## config.mk

```make
export PLATFORM = sky130hd
export DESIGN_NAME = armt_ram
export DESIGN_NICKNAME = d
export VERILOG_FILES = /design/src/rtl/armt_pkg.sv /design/src/rtl/armt_ram.sv
export SDC_FILE = /design/constraint.sdc
export NUM_CORES = 2
export LEC_CHECK = 0
export BUFFER_PORTS_ARGS = -buffer_cell sky130_fd_sc_hd__buf_2
export CAP_MARGIN = 25
export CORE_ASPECT_RATIO = 1.75
export CORE_MARGIN = 4
export CORE_UTILIZATION = 30
export DETAILED_ROUTE_END_ITERATION = 8
export PLACE_DENSITY = 0.43
export SYNTH_ARGS = -nofsm -noshare
export SYNTH_HDL_FRONTEND = slang
export SYNTH_SLANG_ARGS = --single-unit
```

## constraint.sdc

```tcl
create_clock -name clk -period 9.7 [get_ports clk]
set_input_delay 1.94 -clock clk [delete_from_list [all_inputs] [get_ports clk]]
set_output_delay 1.94 -clock clk [all_outputs]
set_load 0.005 [all_outputs]
```

## src/rtl/armt_pkg.sv

```systemverilog
// shared definitions for the ack range merge tracker
// offset and length widths, the stored range entry type
// no dependencies
package armt_pkg;

    localparam int OFS_W          = 62;
    localparam int LEN_W          = 16;
    localparam int MAX_RANGES_DEF = 16;

    localparam logic [OFS_W-1:0] OFS_MASK = {OFS_W{1'b1}};

    // one stored range, hi is exclusive
    typedef struct packed {
        logic [OFS_W-1:0] lo;
        logic [OFS_W-1:0] hi;
    } entry_t;

endpackage

```

## src/rtl/armt_ram.sv

```systemverilog
// range table memory: two banks of entries, one write and one read port
// registered read data that holds while no read is issued
// depends on armt_pkg for the entry type
module armt_ram #(
    parameter int AW = 4
) (
    input  logic            clk,
    input  logic            we,
    input  logic [AW:0]     waddr,
    input  armt_pkg::entry_t wdata,
    input  logic            re,
    input  logic [AW:0]     raddr,
    output armt_pkg::entry_t rdata
);
    import armt_pkg::*;

    localparam int DEPTH = 2 * (2 ** AW);

    entry_t mem [DEPTH];
    entry_t rdata_reg;

    // write port
    always_ff @(posedge clk)
    begin
        if (we)
        begin
            mem[waddr] <= wdata;
        end
    end

    // read port
    always_ff @(posedge clk)
    begin
        if (re)
        begin
            rdata_reg <= mem[raddr];
        end
    end

    assign rdata = rdata_reg;

endmodule

```

# Word level (Yosys, flattened, before mapping)
# Memory sizes are Yosys's and may differ from the RTL's. A register that Yosys moved wholly into a read port is not among the register bits.
# Cells that the tools add are included.
[word_totals]
reg_bits = 0
mem_count = 1
input_bits = 137
mem_bits_rw = 3968
[op_classes]
n_mux = 2
[memory_table]
columns = ["name", "words", "width", "rd", "rd_ports_with_merged_regs", "wr", "line", "source"]
rows = [
  ["mem", 32, 124, 1, 1, 1, "armt_ram.sv:19", "entry_t mem [DEPTH];"],
]
[op_table]
columns = ["op", "n"]
rows = [
  ["$mux 1", 2],
]

# Depth between registers and ports, before layout
[logic_depth]
depth_word = 2
depth_mapped = 9
ltp_nobuf = 4

# Worst setup path after synthesis
# No wires, ideal clock.
[synth_timing]
path_kind = "input to register"
start = "input waddr[1]"
end = "memory mem[12][0] (netlist bit), enable pin"
path_slack_ps = 1335
arrival_ps = 7756
required_ps = 9091
cell_stages = 3
path_buffers = 1
path_cell_list = "or3b_2 clkbuf_1 nor2_1"
[synth_lines]
columns = ["element", "line", "source"]
rows = [
  ["start: declaration", "armt_ram.sv:9", "input logic [AW:0] waddr,"],
  ["end: declaration", "armt_ram.sv:19", ""],
]
# No word-level cell before the write port.

==> results_dict.tcl <==
set metrics [dict create \
    layout.filler_cells 48100 \
    final_period_minus_worst_setup_slack_ns 4.71 \
    cp_num_cells 7 \
    highest_count_cells_in_the_layout_ignoring_fill_and_taps "4092 x sky130_fd_sc_hd__edfxtp_1, 992 x sky130_fd_sc_hd__mux2i_1, 662 x sky130_fd_sc_hd__a22oi_1, 496 x sky130_fd_sc_hd__mux4_2, 391 x sky130_fd_sc_hd__clkbuf_16" \
    area.growth.synth_to_final_pct 14.4 \
    timing.critical_path.required_ns 10.40 \
    cts_tree "yes" \
    min-delay-start "mem[21][85]" \
    crit_path_cells "buf_12 > buf_4 > buf_4 > mux4_2 > a22o_1 > a31oi_1 > nand3_1" \
    finalInstanceArea_sq_um 177000 \
    timing.rr.end "rdata[100]" \
    report.final.hold_viol_count 0 \
    reg2reg_depth 4 \
    design.die.area_sq_um 526000 \
    timing.critical_path.mode_cell "sky130_fd_sc_hd__buf_4" \
    ys_top_cells_by_area "sky130_fd_sc_hd__edfxtp_1 80%, sky130_fd_sc_hd__mux4_2 7.2%, sky130_fd_sc_hd__mux2i_1 6.4%, sky130_fd_sc_hd__a22oi_1 3.2%, sky130_fd_sc_hd__nand3_1 0.81%" \
    ir_worst_vdd_mv 0.180 \
    setup.worst_path.start_class "input port" \
    layout_nets 7781 \
    r2r_start "mem[15][100]" \
    timing_worst_setup_path_type "input port to flop" \
    edff_count_synth 4092 \
    io_pins 261 \
    grt_pass1_wl_microns 662000 \
    via_count 75800 \
    ctsHoldBuffers 0 \
    post_drt_via_cell_ratio 5.13 \
    rsz0062_at_grt "false" \
    synth.cell_area_sq_um 154000 \
    status "completed" \
    synth_area_per_cell_sq_um 21.4 \
    highest_net_fanout_along_the_worst_path 58 \
    ys_seq_area_share_pct 79.6 \
    ctsLongestPathBuffers 4 \
    leakagePower_nw 56.4 \
    synthDistinctLibCells 30 \
    numCtsBuffers 382 \
    switching_power_mw 7.88 \
    share_clk_of_total_power_pct 40.8 \
    worst_case_setup_slack_after_placement_ns 3.84 \
    crit_slowest_cell "sky130_fd_sc_hd__buf_4" \
    power_switching_share_pct 21.6 \
    drt-total-wl_microns 482000 \
    max_reg_flops 3968 \
    die_h_microns 957 \
    clk_latency_ns 0.96 \
    initial_core_utilization_pct 30.1 \
    ctsRootBufferMaster "sky130_fd_sc_hd__clkbuf_16" \
    post_synth_inst_count 7212 \
    place_area_sq_um 164000 \
    min_delay_worst_endpoint "rdata[85]" \
    grt_remaining_overflow 0 \
    final_max_slew_viol_count 0 \
    total_drc_errors_in_the_routed_layout 0 \
    synth_largest_type_area_fraction_pct 79.6 \
    cells_resized_by_post_cts_repair 0 \
    placed_cells_incl_taps 14100 \
    detailedRoute.firstPassIterationCount 5 \
    critPathMaxStageDelay_ns 0.82 \
    fin_util_pct 34.4 \
    final_common_cell "sky130_fd_sc_hd__edfxtp_1" \
    fp.dieW_microns 550 \
    cts.clk_slew.worst_paths_ns 0.07 \
    mappedNetlistNets 7349 \
    yosys_register_bits 4092 \
    report.power.total_mw 36.4 \
    antenna_violations_before_repair 92 \
    layout-drive-gt1-share_pct 19.4 \
    detailedRoute.firstIterationViolations 5931 \
    filler_free_cell_count_of_the_finished_design 14800 \
    period_share_pct 48.6 \
    gp_congestion 0.710 \
    worst_slew_pin_slew_ns 1.20 \
    hold-path-cell-count 4 \
    core-area_sq_um 513000 \
    relSlewSlack_pct 20.2 \
    ys.flop_type "sky130_fd_sc_hd__edfxtp_1" \
    worst_hold_path_type "flop to flop" \
    crit_buf_inv 3 \
    synth-warning-count 0 \
    grt_max_degree 128 \
    asyncSetResetFlopFracSynth_pct 0 \
    port-buffer-count 260 \
    total_number_of_placement_rows 348 \
    global_route.usage.total_pct 17.9 \
    place_hpwl_microns 240000 \
    setup_viol 0 \
    power.combinational.fraction_pct 4.7 \
    cts-htree-levels 5 \
    crit_path_end_kind "flop" \
    routed_wire_length_per_instance_microns 32.6 \
    synthDominantAreaCellType "sky130_fd_sc_hd__edfxtp_1" \
    post_cts_buffers 0 \
    arrival_ns 5.41 \
    cap_violations 0 \
    fmax_mhz 212 \
    fin_worst_skew_ns 0.0613 \
    setup_tns_ns 0 \
    detail-route-antenna-nets 0 \
    clkSinkCount 4092 \
    power_frac_seq_pct 54.5 \
    internal_portion_of_total_power_mw 28.5 \
    cpLargestDelayFamily "buffers and inverters" \
    r2r_setup_slack_ns 7.79 \
    vias_in_the_first_global_route 80200 \
    final.setup.worst_slack_ns 4.99 \
    power.density_cell_area_nw_per_um2 206 \
    hold_slack_ns 0.691 \
]
## power by group through the flow
stage | Combinational, mW | Clock (mW) | Sequential (mW)
finish | 1.71 | 14.9 | 19.8
global placement | 1.72 | 0 | 20.2
floorplan | 0.914 | 0 | 20.2
CTS | 1.75 | 15.3 | 19.9
detailed placement | 1.75 | 0 | 20.2
global route | 1.84 | 16.0 | 19.9
## cell families (layout without fill, tap and decap cells)
logic type | count (synthesis) | in the layout | share of synthesized area (%)
buffers and inverters | 410 | 1138 | 1.40
multiplexers | 1488 | 1488 | 13.7
flip-flops | 4092 | 4092 | 79.6
AO/OA/AOI/OAI | 813 | 813 | 3.93
AND/OR/NAND/NOR | 409 | 409 | 1.37
other | 0 | 11 | 0
## worst max-delay path by stage
stage               startpoint    endpoint  slack, ns
floorplan             waddr[1]  mem[12][0]       1.34
global placement      raddr[0]  rdata[118]       3.88
detailed placement    raddr[0]  rdata[118]       3.84
CTS                   raddr[0]  rdata[118]       4.91
global route          raddr[0]  rdata[118]       4.69
finish                raddr[0]  rdata[118]       4.99
## synthesized netlist by cell type (all sizes together), types with 11 or more instances
cell type and n:
a22oi 662, a31oi 69, mux2i 992, buf 255, a22o 69, mux4 496
clkbuf 154, and2 11, nand4 55, a21oi 13, nor2 46, nor2b 15
edfxtp 4092, nand2 16, nand3 250
## per-layer routing
metal / vias up / wire length (microns) / GRT usage [%] / part of all wire, %
met1: 42200 / 195000 / 22.3 / 41
met4: 76 / 9960 / 3.66 / 2.1
li1: 31200 / - / - / -
met3: 636 / 20600 / 2.69 / 4.3
met5: - / 505 / 0 / 0.10
met2: 1695 / 255000 / 32.8 / 53
## cell type report
| class | count | area, sq um | share of cell area (%) |
|---|---|---|---|
| multi-input combinational | 2710 | 29700 | 16.8 |
| antenna | 11 | 27.5 | 0.0156 |
| sequential | 4092 | 123000 | 69.6 |
| clock inverter | 214 | 1960 | 1.11 |
| inverter | 1 | 3.75 | 0.00213 |
| tap | 6825 | 8540 | 4.84 |
| timing repair buffer | 457 | 3420 | 1.94 |
| clock buffer | 466 | 10000 | 5.69 |
## worst min-delay path, stage by stage, from the launching register on
cell and delay, ns:
sky130_fd_sc_hd__edfxtp_1 0.32, sky130_fd_sc_hd__mux2i_1 0.08, sky130_fd_sc_hd__nand2_1 0.07, sky130_fd_sc_hd__nand3_1 0.06, sky130_fd_sc_hd__nand4_1 0.07
(Power assumes the default switching activity.)
